<file path="src/hw/rtl/lbd_pkg.sv">
// Shared types, constants and glyph font ROMs for the big-digit LCD renderer.
// Used by every module of the block; no dependencies of its own.
`timescale 1ns / 1ps

package lbd_pkg;

  localparam int unsigned DigitLimit = 10;
  localparam int unsigned QueueDepth = 2;

  localparam logic [7:0] CMD_SET_DDRAM = 8'h80;
  localparam logic [6:0] SECOND_LINE   = 7'h40;

  // Configuration register indexes.
  localparam logic CFG_ROW_COUNT    = 1'b0;
  localparam logic CFG_COLUMN_COUNT = 1'b1;

  localparam logic [7:0] BLANK = 8'h20;
  localparam logic [7:0] FULL  = 8'hFF;

  localparam logic [7:0] GLYPH3_ROM [10][9] = '{
    '{8'd5, 8'd2, 8'd6, FULL,  BLANK, FULL,  8'd3,  8'd2, 8'd4},
    '{8'd0, FULL, BLANK, BLANK, FULL, BLANK, 8'd2,  8'd2, 8'd2},
    '{8'd0, 8'd2, 8'd6, 8'd5,  8'd2,  8'd4,  8'd3,  8'd2, 8'd4},
    '{8'd0, 8'd2, 8'd6, BLANK, 8'd2,  FULL,  8'd3,  8'd2, 8'd4},
    '{FULL, BLANK, FULL, 8'd3, 8'd2,  FULL,  BLANK, BLANK, 8'd2},
    '{FULL, 8'd2, 8'd4, 8'd2,  8'd2,  8'd6,  8'd3,  8'd2, 8'd4},
    '{8'd5, 8'd2, 8'd1, FULL,  8'd2,  8'd6,  8'd3,  8'd2, 8'd4},
    '{8'd3, 8'd2, FULL, BLANK, 8'd5,  8'd4,  BLANK, 8'd2, BLANK},
    '{8'd5, 8'd2, 8'd6, FULL,  8'd2,  FULL,  8'd3,  8'd2, 8'd4},
    '{8'd5, 8'd2, 8'd6, 8'd3,  8'd2,  FULL,  8'd3,  8'd2, 8'd4}
  };

  localparam logic [7:0] GLYPH2_ROM [10][6] = '{
    '{8'h07, 8'h00, 8'h01, 8'h02, 8'h03, 8'h04},
    '{8'h08, 8'h01, 8'h20, 8'h03, 8'hFF, 8'h03},
    '{8'h05, 8'h05, 8'h01, 8'hFF, 8'h06, 8'h06},
    '{8'h00, 8'h05, 8'h01, 8'h03, 8'h06, 8'h04},
    '{8'h02, 8'h03, 8'hFF, 8'h20, 8'h20, 8'hFF},
    '{8'hFF, 8'h05, 8'h05, 8'h06, 8'h06, 8'h04},
    '{8'h07, 8'h05, 8'h05, 8'h02, 8'h06, 8'h04},
    '{8'h00, 8'h00, 8'h01, 8'h20, 8'h07, 8'h20},
    '{8'h07, 8'h05, 8'h01, 8'h02, 8'h06, 8'h04},
    '{8'h07, 8'h05, 8'h01, 8'h06, 8'h06, 8'h04}
  };

  typedef struct packed {
    logic [3:0] digit;
    logic [2:0] position;
    logic       clock_gaps;
  } in_item_t;

  typedef struct packed {
    logic [7:0] lcd_byte;
    logic       is_data;
    logic       last;
  } out_item_t;

  typedef struct packed {
    logic [2:0] row_count;
    logic [5:0] column_count;
  } cfg_t;

  // One classified digit: glyph height, font row and the per-row commands.
  typedef struct packed {
    logic [3:0]      digit;
    logic            tall;
    logic [2:0]      addr_en;
    logic [2:0][7:0] addr_cmd;
  } job_t;

  typedef enum logic [1:0] {
    STEP_ADDR,
    STEP_CELL0,
    STEP_CELL1,
    STEP_CELL2
  } step_e;

  function automatic logic [7:0] glyph_cell(logic tall, logic [3:0] digit,
                                            logic [1:0] row, logic [1:0] col);
    logic [3:0] idx;
    idx = {2'b00, row} * 4'd3 + {2'b00, col};
    return tall ? GLYPH3_ROM[digit][idx] : GLYPH2_ROM[digit][idx[2:0]];
  endfunction

endpackage

</file>
<file path="src/hw/rtl/lbd_front.sv">
// Front end: configuration registers, input acceptance and digit classification.
// Depends on lbd_pkg; feeds jobs into lbd_queue.
`timescale 1ns / 1ps

module lbd_front (
  input  logic             clk_i,
  input  logic             rst_ni,
  input  logic             cfg_valid_i,
  output logic             cfg_ready_o,
  input  logic             cfg_index_i,
  input  logic [5:0]       cfg_data_i,
  input  logic             in_valid_i,
  output logic             in_ready_o,
  input  lbd_pkg::in_item_t in_data_i,
  output logic             push_o,
  output lbd_pkg::job_t    job_o,
  input  logic             full_i
);

  lbd_pkg::cfg_t cfg_q, cfg_d;
  logic [4:0]    col_base, col_gap1, column;
  logic          col_ok;
  logic [6:0]    row_off [3];

  assign cfg_ready_o = 1'b1;
  assign in_ready_o  = !full_i;

  always_comb begin
    cfg_d = cfg_q;
    if (cfg_valid_i) begin
      unique case (cfg_index_i)
        lbd_pkg::CFG_ROW_COUNT:    cfg_d.row_count    = cfg_data_i[2:0];
        lbd_pkg::CFG_COLUMN_COUNT: cfg_d.column_count = cfg_data_i;
        default:                   cfg_d = cfg_q;
      endcase
    end
  end

  always_ff @(posedge clk_i or negedge rst_ni) begin
    if (!rst_ni) begin
      cfg_q.row_count    <= 3'd2;
      cfg_q.column_count <= 6'd16;
    end else begin
      cfg_q <= cfg_d;
    end
  end

  // Base column with the optional clock-layout gaps.
  always_comb begin
    col_base = {2'b00, in_data_i.position} * 5'd3;
    col_gap1 = (in_data_i.clock_gaps && col_base >= 5'd6) ? col_base + 5'd1 : col_base;
    column   = (in_data_i.clock_gaps && col_gap1 >= 5'd12) ? col_gap1 + 5'd1 : col_gap1;
    col_ok   = {1'b0, column} < cfg_q.column_count;
  end

  always_comb begin
    for (int r = 0; r < 3; r++) begin
      row_off[r] = 7'd0;
      if (cfg_q.row_count == 3'd2) begin
        if (r == 1) row_off[r] = lbd_pkg::SECOND_LINE;
      end else if (cfg_q.row_count == 3'd4) begin
        row_off[r] = ((r % 2) == 1) ? lbd_pkg::SECOND_LINE : 7'd0;
        if (r >= 2) row_off[r] = row_off[r] + {1'b0, cfg_q.column_count};
      end
    end
  end

  always_comb begin
    job_o.digit = in_data_i.digit;
    job_o.tall  = cfg_q.row_count > 3'd2;
    for (int r = 0; r < 3; r++) begin
      job_o.addr_en[r]  = col_ok && (3'(r) < cfg_q.row_count);
      job_o.addr_cmd[r] = lbd_pkg::CMD_SET_DDRAM |
                          ({1'b0, row_off[r]} + {3'b000, column});
    end
  end

  // Digits ten and above are taken and dropped without a job.
  assign push_o = in_valid_i && !full_i && (in_data_i.digit < 4'(lbd_pkg::DigitLimit));

endmodule

</file>
<file path="src/hw/rtl/lbd_queue.sv">
// Two-entry job queue between the front end and the write sequencer.
// Depends on lbd_pkg for the job type.
`timescale 1ns / 1ps

module lbd_queue (
  input  logic          clk_i,
  input  logic          rst_ni,
  input  logic          push_i,
  input  lbd_pkg::job_t job_i,
  output logic          full_o,
  output logic          valid_o,
  output lbd_pkg::job_t job_o,
  input  logic          pop_i
);

  localparam int unsigned PtrW = $clog2(lbd_pkg::QueueDepth);
  localparam int unsigned CntW = $clog2(lbd_pkg::QueueDepth + 1);

  lbd_pkg::job_t  mem_q [lbd_pkg::QueueDepth];
  logic [PtrW-1:0] wr_q, wr_d, rd_q, rd_d;
  logic [CntW-1:0] cnt_q, cnt_d;
  logic            do_push, do_pop;

  assign full_o  = cnt_q == CntW'(lbd_pkg::QueueDepth);
  assign valid_o = cnt_q != '0;
  assign job_o   = mem_q[rd_q];
  assign do_push = push_i && !full_o;
  assign do_pop  = pop_i && valid_o;

  always_comb begin
    wr_d  = wr_q;
    rd_d  = rd_q;
    cnt_d = cnt_q;
    if (do_push) begin
      wr_d = (wr_q == PtrW'(lbd_pkg::QueueDepth - 1)) ? '0 : wr_q + 1'b1;
    end
    if (do_pop) begin
      rd_d = (rd_q == PtrW'(lbd_pkg::QueueDepth - 1)) ? '0 : rd_q + 1'b1;
    end
    if (do_push && !do_pop) begin
      cnt_d = cnt_q + 1'b1;
    end else if (do_pop && !do_push) begin
      cnt_d = cnt_q - 1'b1;
    end
  end

  always_ff @(posedge clk_i or negedge rst_ni) begin
    if (!rst_ni) begin
      wr_q  <= '0;
      rd_q  <= '0;
      cnt_q <= '0;
    end else begin
      wr_q  <= wr_d;
      rd_q  <= rd_d;
      cnt_q <= cnt_d;
    end
  end

  always_ff @(posedge clk_i) begin
    if (do_push) begin
      mem_q[wr_q] <= job_i;
    end
  end

endmodule

</file>
<file path="src/hw/rtl/lbd_back.sv">
// Write sequencer: walks glyph rows and cells of one job and drives the output register.
// Depends on lbd_pkg for the job type, step encoding and font ROMs.
`timescale 1ns / 1ps

module lbd_back (
  input  logic              clk_i,
  input  logic              rst_ni,
  input  logic              job_valid_i,
  input  lbd_pkg::job_t     job_i,
  output logic              pop_o,
  output logic              out_valid_o,
  input  logic              out_ready_i,
  output lbd_pkg::out_item_t out_data_o
);

  lbd_pkg::job_t      cur_q, cur_d;
  logic               busy_q, busy_d;
  logic [1:0]         row_q, row_d;
  lbd_pkg::step_e     step_q, step_d;
  lbd_pkg::out_item_t out_q, out_d;
  logic               out_valid_q, out_valid_d;
  logic               advance, emit, fin;
  logic [1:0]         last_row;

  assign out_valid_o = out_valid_q;
  assign out_data_o  = out_q;
  assign advance     = !out_valid_q || out_ready_i;
  assign emit        = busy_q && advance;
  assign last_row    = cur_q.tall ? 2'd2 : 2'd1;
  assign fin         = (step_q == lbd_pkg::STEP_CELL2) && (row_q == last_row);

  always_comb begin
    cur_d       = cur_q;
    busy_d      = busy_q;
    row_d       = row_q;
    step_d      = step_q;
    out_d       = out_q;
    out_valid_d = out_valid_q;
    pop_o       = 1'b0;

    if (out_ready_i) begin
      out_valid_d = 1'b0;
    end

    if (emit) begin
      out_valid_d = 1'b1;
      unique case (step_q)
        lbd_pkg::STEP_ADDR: begin
          out_d.lcd_byte = cur_q.addr_cmd[row_q];
          out_d.is_data  = 1'b0;
          out_d.last     = 1'b0;
          step_d         = lbd_pkg::STEP_CELL0;
        end
        lbd_pkg::STEP_CELL0, lbd_pkg::STEP_CELL1: begin
          out_d.lcd_byte = lbd_pkg::glyph_cell(cur_q.tall, cur_q.digit, row_q,
                                               2'(step_q) - 2'd1);
          out_d.is_data  = 1'b1;
          out_d.last     = 1'b0;
          step_d         = (step_q == lbd_pkg::STEP_CELL0) ? lbd_pkg::STEP_CELL1
                                                           : lbd_pkg::STEP_CELL2;
        end
        lbd_pkg::STEP_CELL2: begin
          out_d.lcd_byte = lbd_pkg::glyph_cell(cur_q.tall, cur_q.digit, row_q, 2'd2);
          out_d.is_data  = 1'b1;
          out_d.last     = fin;
          if (fin) begin
            busy_d = 1'b0;
          end else begin
            row_d  = row_q + 2'd1;
            step_d = cur_q.addr_en[row_q + 2'd1] ? lbd_pkg::STEP_ADDR
                                                 : lbd_pkg::STEP_CELL0;
          end
        end
        default: step_d = lbd_pkg::STEP_ADDR;
      endcase
    end

    // The next job is loaded in the same cycle the current one finishes.
    if (job_valid_i && (!busy_q || (emit && fin))) begin
      pop_o  = 1'b1;
      cur_d  = job_i;
      busy_d = 1'b1;
      row_d  = 2'd0;
      step_d = job_i.addr_en[0] ? lbd_pkg::STEP_ADDR : lbd_pkg::STEP_CELL0;
    end
  end

  always_ff @(posedge clk_i or negedge rst_ni) begin
    if (!rst_ni) begin
      busy_q      <= 1'b0;
      row_q       <= 2'd0;
      step_q      <= lbd_pkg::STEP_ADDR;
      out_valid_q <= 1'b0;
    end else begin
      busy_q      <= busy_d;
      row_q       <= row_d;
      step_q      <= step_d;
      out_valid_q <= out_valid_d;
    end
  end

  always_ff @(posedge clk_i) begin
    cur_q <= cur_d;
    out_q <= out_d;
  end

endmodule

</file>
<file path="src/hw/rtl/lcd_big_digit_renderer_top.sv">
// Throughput: one write per cycle from the sequencer while out_ready_i is high, 6 to 12
// writes per digit (three cells per glyph row plus an optional address command per row);
// digits ten and above produce nothing. A two-entry job queue lets input keep flowing.
// Reset: row_count returns to 2, column_count to 16, queue and output register empty.
// Top level; instantiates lbd_front, lbd_queue and lbd_back, uses lbd_pkg types.
`timescale 1ns / 1ps

module lcd_big_digit_renderer_top (
  input  logic               clk_i,
  input  logic               rst_ni,
  input  logic               cfg_valid_i,
  output logic               cfg_ready_o,
  input  logic               cfg_index_i,
  input  logic [5:0]         cfg_data_i,
  input  logic               in_valid_i,
  output logic               in_ready_o,
  input  lbd_pkg::in_item_t  in_data_i,
  output logic               out_valid_o,
  input  logic               out_ready_i,
  output lbd_pkg::out_item_t out_data_o
);

  logic          push, full, job_valid, pop;
  lbd_pkg::job_t job_in, job_out;

  lbd_front u_front (
    .clk_i       (clk_i),
    .rst_ni      (rst_ni),
    .cfg_valid_i (cfg_valid_i),
    .cfg_ready_o (cfg_ready_o),
    .cfg_index_i (cfg_index_i),
    .cfg_data_i  (cfg_data_i),
    .in_valid_i  (in_valid_i),
    .in_ready_o  (in_ready_o),
    .in_data_i   (in_data_i),
    .push_o      (push),
    .job_o       (job_in),
    .full_i      (full)
  );

  lbd_queue u_queue (
    .clk_i   (clk_i),
    .rst_ni  (rst_ni),
    .push_i  (push),
    .job_i   (job_in),
    .full_o  (full),
    .valid_o (job_valid),
    .job_o   (job_out),
    .pop_i   (pop)
  );

  lbd_back u_back (
    .clk_i       (clk_i),
    .rst_ni      (rst_ni),
    .job_valid_i (job_valid),
    .job_i       (job_out),
    .pop_o       (pop),
    .out_valid_o (out_valid_o),
    .out_ready_i (out_ready_i),
    .out_data_o  (out_data_o)
  );

endmodule
</file>
<file path="config.mk">
export PLATFORM = sky130hd
export DESIGN_NAME = lcd_big_digit_renderer_top
export DESIGN_NICKNAME = d
export VERILOG_FILES = /design/src/hw/rtl/lbd_pkg.sv /design/src/hw/rtl/lbd_front.sv /design/src/hw/rtl/lbd_queue.sv /design/src/hw/rtl/lbd_back.sv /design/src/hw/rtl/lcd_big_digit_renderer_top.sv
export SDC_FILE = /design/constraint.sdc
export NUM_CORES = 1
export LEC_CHECK = 0
export ABC_AREA = 1
export BUFFER_PORTS_ARGS = -buffer_cell sky130_fd_sc_hd__buf_2
export CAP_MARGIN = 20
export CELL_PAD_IN_SITES_DETAIL_PLACEMENT = 0
export CELL_PAD_IN_SITES_GLOBAL_PLACEMENT = 1
export CORE_ASPECT_RATIO = 0.5
export CORE_MARGIN = 1
export CORE_UTILIZATION = 42
export DETAILED_ROUTE_END_ITERATION = 8
export HOLD_SLACK_MARGIN = 0.15
export PLACE_DENSITY_LB_ADDON = 0.1
export SLEW_MARGIN = 20
export SYNTH_ARGS = -nofsm -noshare
export SYNTH_HDL_FRONTEND = slang
export SYNTH_SLANG_ARGS = --single-unit
</file>
<file path="constraint.sdc">
create_clock -name clk_i -period 2.9 [get_ports clk_i]
set_input_delay 0.29 -clock clk_i [delete_from_list [all_inputs] [get_ports clk_i]]
set_output_delay 0.29 -clock clk_i [all_outputs]
set_load 0.01 [all_outputs]
</file>
==> impl_metrics.tcl, run 1 <==
set metrics [dict create \
    hold_violations 0 \
    antenna_found_initial 0 \
    worst_pin_slew_ps 643.6 \
    drt-initial-drc-count 395 \
    gp_congestion 0.9391 \
    synth_top_area_share_pct 36.48 \
    num_vias 5291 \
    crit_required_ps 2990 \
    r2r_start "u_back.step_q[0]" \
    clock_skew_ps 8.400 \
    clock_sinks 92 \
    design_area_um2 7511 \
    drtPass1Iterations 5 \
    fmax_mhz 348.0 \
    path_clk_slew_ps 70 \
    synth_edf_count 73 \
    yosysMostFrequentCell "nand2_1" \
    syn-cell-area_um2 6010 \
    syn_avg_cell_area_um2 8.099 \
    synthTopCellsByCount "nand2_1, inv_1, edfxtp_1" \
    crit_family "adder cells" \
    cp.depth 19 \
    rsz0062_at_grt "yes" \
    grt_pass1_wl_um 24810 \
    netSwitchingPower_mw 4.480 \
    yosysWarnings 0 \
    setup_viol 0 \
    io_pins 33 \
    combPwrFrac_pct 65.5 \
    post_drt_wl_per_cell_um 14.96 \
    endpoint_kind "flop" \
    numPortBuffers 31 \
    startpoint_type "input port" \
    grt-ovfl-total 0 \
    status "completed" \
    rr_worst_depth 14 \
    p_leak_nw 3.396 \
    ir_drop_mv 0.6168 \
    htreeDepth 3 \
    initial_utilization_pct 43.74 \
    crit_type "input port to flop" \
    min-delay-path-class "input port to flop" \
    ys_types 47 \
    die_x_um 171.2 \
    place_area_um2 6899 \
    syn_nets 792 \
    min_period_over_period_pct 99.09 \
    switching_share_pct 47.45 \
    synth_area_leaders "edfxtp_1, nand2_1, dfrtp_1" \
    die_area_um2 14820 \
    synth_async_sr_flop_share_pct 20.65 \
    worstHoldPathCells 3 \
    final_layout_size_suffix_gt1_share_pct 24.85 \
    synthCells 742 \
    cts_buffer_depth 2 \
    worstPathCellList "buf_8 > ha_4 > fa_2 > buf_6 > nand4_1 > xor2_1 > buf_4 > nand2_8 > nand2_8 > nand2_4 > nand2_4 > ha_4 > inv_4 > fa_2 > inv_2 > a21oi_2 > nand2_1 > nand2_2 > xnor2_2" \
    final_nets 890 \
    area_delta_synth_final_pct 24.98 \
    diodes 0 \
    place_hpwl_um 11560 \
    internal_power_mw 4.962 \
    cts_root_buf "clkbuf_16" \
    p_clk_share_pct 12.1 \
    routed_via_density 5.102 \
    min_from "cfg_data_i[4]" \
    worst-path-max-fanout 6 \
    grt_usage_pct 21.82 \
    p_seq_share_pct 22.4 \
    powerDensity_nw_per_um2 1257 \
    worst-path-buf-inv 5 \
    synth_ff_type "edfxtp_1" \
    grt_pass1_vias 5058 \
    relSlewSlack_pct 57.09 \
    drc_errors 0 \
    drv_cap 0 \
    ys_seq_elements 92 \
    fillCellCount 1298 \
    drv_slew 0 \
    die_h_um 86.58 \
    cts-buffers-inserted 9 \
    cts_tree "built" \
    drt-total-wl_um 15510 \
    finalCriticalPeriod_ps 2874 \
    insertion_delay_ps 340 \
    postRouteAntennaNets 0 \
    coreArea_um2 13740 \
    rows 30 \
    worstPathArrival_ps 2960 \
    critPathLaunch "in_data_i[2]" \
    critPathMaxStageDelay_ps 560 \
    fin_tns_setup_ps 0 \
    slowest_stage "fa_2" \
    yosysSeqAreaShare_pct 44.43 \
    grt_max_degree 24 \
    synth_largest_area_cell "edfxtp_1" \
]
==> layout make-up <==
class / instances / area [um2] / area share (%)
flip-flops and latches: 92 / 2670 / 35.55
repair buffers: 113 / 828.3 / 11.03
clock buffers: 10 / 250.2 / 3.332
inverters: 89 / 346.6 / 4.614
clock inverters: 6 / 50.05 / 0.6663
multi-input cells: 535 / 3126 / 41.61
well taps: 192 / 240.2 / 3.198
==> path summary, 6_finish.rpt <==
kind                                             end  slack [ps]
worst max-delay path            u_queue.mem_q[1][16]          30
worst min-delay path                u_front.cfg_q[4]         180
worst max register to register  u_back.out_data_o[3]         170
worst min register to register    u_back.out_valid_o         480
max in group asynchronous           u_front.cfg_q[4]        2120
min in group asynchronous           u_front.cfg_q[8]         440
==> worst register-to-register path, cell delays in order, from the launching register on <==
cell	delay (ps)
dfrtp_1	360
inv_2	60
ha_1	310
inv_1	130
fa_2	520
buf_4	170
buf_4	130
nor2_1	130
o21ai_0	100
nand3_1	90
nand3_1	90
nand2_1	80
a21oi_1	60
a21oi_1	170
a22oi_1	90
==> cells by family (layout without fill, tap and decap cells) <==
kind of cell | count (synthesis) | in the layout | synth area share (%)
AOI/OAI and AO/OA | 141 | 141 | 13.66
xor gates and xnor gates | 15 | 15 | 2.186
adders and majority gates | 30 | 30 | 6.621
buffers and inverters | 115 | 218 | 7.870
DFF | 92 | 92 | 44.43
other | 1 | 1 | 0.06240
and+or+nand+nor | 348 | 348 | 25.17
==> sequential cells by signal, indices dropped and copies added, names as in the netlist <==
register	cells
u_queue.mem_q	42
u_back.cur_q	21
u_back.out_data_o	10
u_front.cfg_q	9
u_back.row_q	2
u_back.step_q	2
u_queue.cnt_q	2
u_back.busy_q	1
u_back.out_valid_o	1
u_queue.rd_q	1
u_queue.wr_q	1
==> timing repair <==
action / in CTS / in global routing
pin swaps: 8 / 10
resized for setup: 3 / 49
hold endpoints to repair: 21 / 4
hold buffers: 3 / 2
endpoints found under the setup margin: 12 / 24
setup buffers: 1 / 8
==> layer usage <==
metal  routed length (um)  vias to the layer above  GRT usage, %
li1                     -                     2674             -
met1                 7172                     2466         28.48
met2                 7359                      125         37.47
met3                  677                       26         3.744
met4                  299                        0         6.331
met5                    0                        -             0
==> power groups by stage <==
stage	registers [mW]	logic, mW	clock network, mW
finish	2.11	6.19	1.14
global route	2.15	6.86	1.22
CTS	2.12	5.89	1.16
detailed placement	2.14	5.85	0
global placement	2.13	5.89	0
floorplan	2.14	3.92	0
==> through the flow <==
| stage | power, mW | hold WS [ps] | std cells | utilization, % | setup slack, ps |
|---|---|---|---|---|---|
| 2_1_floorplan | 6.062 | -5.591 | 742 | - | -219.5 |
| 5_1_grt | 10.23 | 182.7 | 1037 | 54.67 | -176.4 |
| 3_5_place_dp | 7.994 | 273.5 | 1007 | 50.22 | -474.7 |
| 4_1_cts | 9.169 | 152.0 | 1027 | 52.75 | 1.703 |
| 3_3_place_gp | 8.025 | 272.7 | 1007 | 50.22 | -410.5 |
| 6_report | 9.441 | 183.5 | 1037 | 54.67 | 26.39 |
==> placed cells by master, fill, tap and decap left out, drive strengths merged, types with 6 or more instances in the layout <==
cell type and instances:
xor2 6, buf 108, clkbuf 10, dfrtp 17
nor2 61, nor3 7, inv 92, o21ai 68
edfxtp 73, nand3 47, xnor2 9, o211ai 9
a21oi 34, nand2 226, ha 27
Note: power is estimated with default switching activity, not from simulation.
==> run 2: changes to the inputs <==
--- a/config.mk
+++ b/config.mk
@@ -5,16 +5,15 @@
 export SDC_FILE = /design/constraint.sdc
 export NUM_CORES = 1
 export LEC_CHECK = 0
-export ABC_AREA = 1
-export BUFFER_PORTS_ARGS = -buffer_cell sky130_fd_sc_hd__buf_2
+export BUFFER_PORTS_ARGS = -buffer_cell sky130_fd_sc_hd__clkbuf_2
 export CAP_MARGIN = 20
 export CELL_PAD_IN_SITES_DETAIL_PLACEMENT = 0
 export CELL_PAD_IN_SITES_GLOBAL_PLACEMENT = 1
 export CORE_ASPECT_RATIO = 0.5
 export CORE_MARGIN = 1
-export CORE_UTILIZATION = 42
+export CORE_UTILIZATION = 45
 export DETAILED_ROUTE_END_ITERATION = 8
-export HOLD_SLACK_MARGIN = 0.15
+export HOLD_SLACK_MARGIN = 0.02
 export PLACE_DENSITY_LB_ADDON = 0.1
 export SLEW_MARGIN = 20
 export SYNTH_ARGS = -nofsm -noshare
==> run 2 against run 1 <==
Net effect:
- the run now ends with setup timing left
- cell area is 13% higher
- first-iteration DRC count is 4.6% higher
- clock skew is 1.4 ps lower
- wire length is 14% higher
- core utilization is 7.0 points higher
- clock-buffer cell count is 1 higher
- area after synthesis is 6.8% higher
- combinational power is 5.8% higher
- setup slack worse by 390 ps
- critical path type unchanged
- largest power group unchanged
==> impl_metrics.tcl, run 2 <==
set metrics [dict create \
    status "finished, violations left" \
    violations "setup timing" \
    final_cell_mix "buf_4, edfxtp_1, nand2_1" \
    relSlewSlack_pct 38.29 \
    drc_errors 0 \
    cts_buffer_depth 2 \
    num_vias 5483 \
    routed_via_density 5.747 \
    die_area_um2 14780 \
    worst_pin_slew_ps 925.6 \
    die_h_um 86.46 \
    endpoint_kind "flop" \
    synth_async_sr_flop_share_pct 20.65 \
    clock_sinks 92 \
    insertion_delay_ps 340 \
    grt_pass1_wl_um 28030 \
    initial_utilization_pct 46.73 \
    drt-initial-drc-count 413 \
    yosysSeqAreaShare_pct 41.59 \
    worstHoldPathCells 1 \
    gp_congestion 0.9564 \
    mostFrequentLayoutCell "buf_4" \
    final_layout_size_suffix_gt1_share_pct 40.55 \
    postRouteAntennaNets 0 \
    coreArea_um2 13740 \
    antenna_found_initial 0 \
    htreeDepth 3 \
    fmax_mhz 306.2 \
    worstPathArrival_ps 3430 \
    place_area_um2 7694 \
    yosysMostFrequentCell "edfxtp_1" \
    largest_register_ffs 42 \
    area_delta_synth_final_pct 31.98 \
    final_nets 807 \
    syn-cell-area_um2 6420 \
    yosysWarnings 0 \
    crit_type "input port to flop" \
    grt_max_degree 31 \
    place_hpwl_um 13010 \
    timing.hold.ws_ps 149.0 \
    powerDensity_nw_per_um2 1145 \
    rr_worst_depth 9 \
    grt_pass1_vias 5309 \
    grtUsageMet3_pct 3.470 \
    setup_viol 17 \
    hold_violations 0 \
    top_register "u_queue.mem_q" \
    ys_types 76 \
    numPortBuffers 31 \
    cts_tree "built" \
    drv_cap 0 \
    synthCells 623 \
    startpoint_type "input port" \
    crit_required_ps 3070 \
    syn_nets 673 \
    synth_area_leaders "edfxtp_1, mux2_2, dfrtp_1" \
    synth_top_area_share_pct 34.15 \
    drt-total-wl_um 17670 \
    drtPass1Iterations 5 \
    worst-path-max-fanout 6 \
    grt_use_met2_pct 42.04 \
    post-route-util_pct 61.68 \
    drv_slew 0 \
    finalCriticalPeriod_ps 3266 \
    fillCellCount 1152 \
    min_period_over_period_pct 112.6 \
    synth_ff_type "edfxtp_1" \
    met1_usage_pct 33.02 \
    min-delay-path-class "input port to flop" \
    cts_root_buf "clkbuf_16" \
    syn_avg_cell_area_um2 10.30 \
    io_pins 33 \
    p_leak_nw 3.353 \
    post_drt_wl_per_cell_um 18.52 \
    ir_drop_mv 0.7002 \
    design_area_um2 8473 \
    diodes 0 \
    rsz0062_at_grt "yes" \
    layout_setup_ws_ps -366.1 \
    grt-ovfl-total 0 \
    cts-buffers-inserted 9 \
    die_x_um 170.9 \
    path_clk_slew_ps 60 \
    ys_seq_elements 92 \
    rows 30 \
    clock_skew_ps 6.987 \
    synth_edf_count 73 \
    synthTopCellsByCount "edfxtp_1, nand2_1, mux2_2" \
    grt.busiest_layer "met2" \
    synth_largest_area_cell "edfxtp_1" \
    grt_usage_pct 24.91 \
]
==> run 2: report_power, final <==
part / internal [mW] / switching (mW)
registers: 1.83 / 0.192
clock network: 0.665 / 0.459
logic: 3.09 / 3.46
==> run 2: area by class of cell <==
cell class / count / area, um2 / area share, %
clock buffer: 11 / 232.7 / 2.747
clock inverter: 5 / 53.80 / 0.6350
inverter: 36 / 161.4 / 1.905
multi-input combinational: 459 / 3938 / 46.47
sequential: 92 / 2671 / 31.53
tap: 192 / 240.2 / 2.835
timing repair buffer: 159 / 1176 / 13.88
==> run 2: layer usage <==
| layer | vias to the layer above | part of all wire (%) |
|---|---|---|
| li1 | 2601 | - |
| met1 | 2670 | 45 |
| met2 | 163 | 48 |
| met3 | 49 | 4.3 |
| met4 | 0 | 2.9 |
| met5 | - | 0 |
==> run 2: per-stage QoR <==
step	setup slack, ps	TNS, ps	instances	total power, mW
floorplan	-635.4	-7580	623	5.917
global placement	-776.8	-12170	923	7.659
detailed placement	-867.2	-13380	923	7.680
CTS	-392.6	-4972	944	8.888
global route	-485.7	-7002	954	10.33
finish	-366.1	-4773	954	9.698
==> run 2: worst paths after layout <==
path	from	endpoint	slack [ps]
min in group asynchronous	rst_ni	u_front.cfg_q[6]	450
max reg2reg	u_back.row_q[0]	u_back.out_data_o[4]	-30
min	in_data_i[4]	u_queue.mem_q[1][23]	150
max in group asynchronous	rst_ni	u_back.row_q[0]	2070
max	in_data_i[2]	u_queue.mem_q[0][21]	-370
min reg2reg	u_back.busy_q	u_back.out_valid_o	470
==> run 2: worst max-delay path, stage by stage <==
cell	delay (ps)
buf_8	110
ha_4	150
fa_2	410
xnor2_4	250
buf_4	160
o31ai_1	80
a31o_2	270
o21ai_4	170
buf_4	120
mux2_2	320
ha_1	260
or2_2	300
a21boi_4	210
o31ai_4	110
a31oi_2	230
==> run 2: what timing repair did <==
item                                    CTS  global route
hold buffers                              1             0
hold endpoints to repair                 17             0
gates resized for setup                  20            60
buffers inserted                          6            11
endpoints found under the setup margin   23            26
pin swaps                                20            24
==> run 2: cell families after synthesis <==
family / share of synthesized area [%]
AO/OA/AOI/OAI: 19.90
AND/OR/NAND/NOR: 12.12
flip-flops: 41.59
buffers and inverters: 4.658
multiplexers: 11.65
adder cells (fa/ha/maj): 6.354
XOR/XNOR: 3.664
other: 0.05841
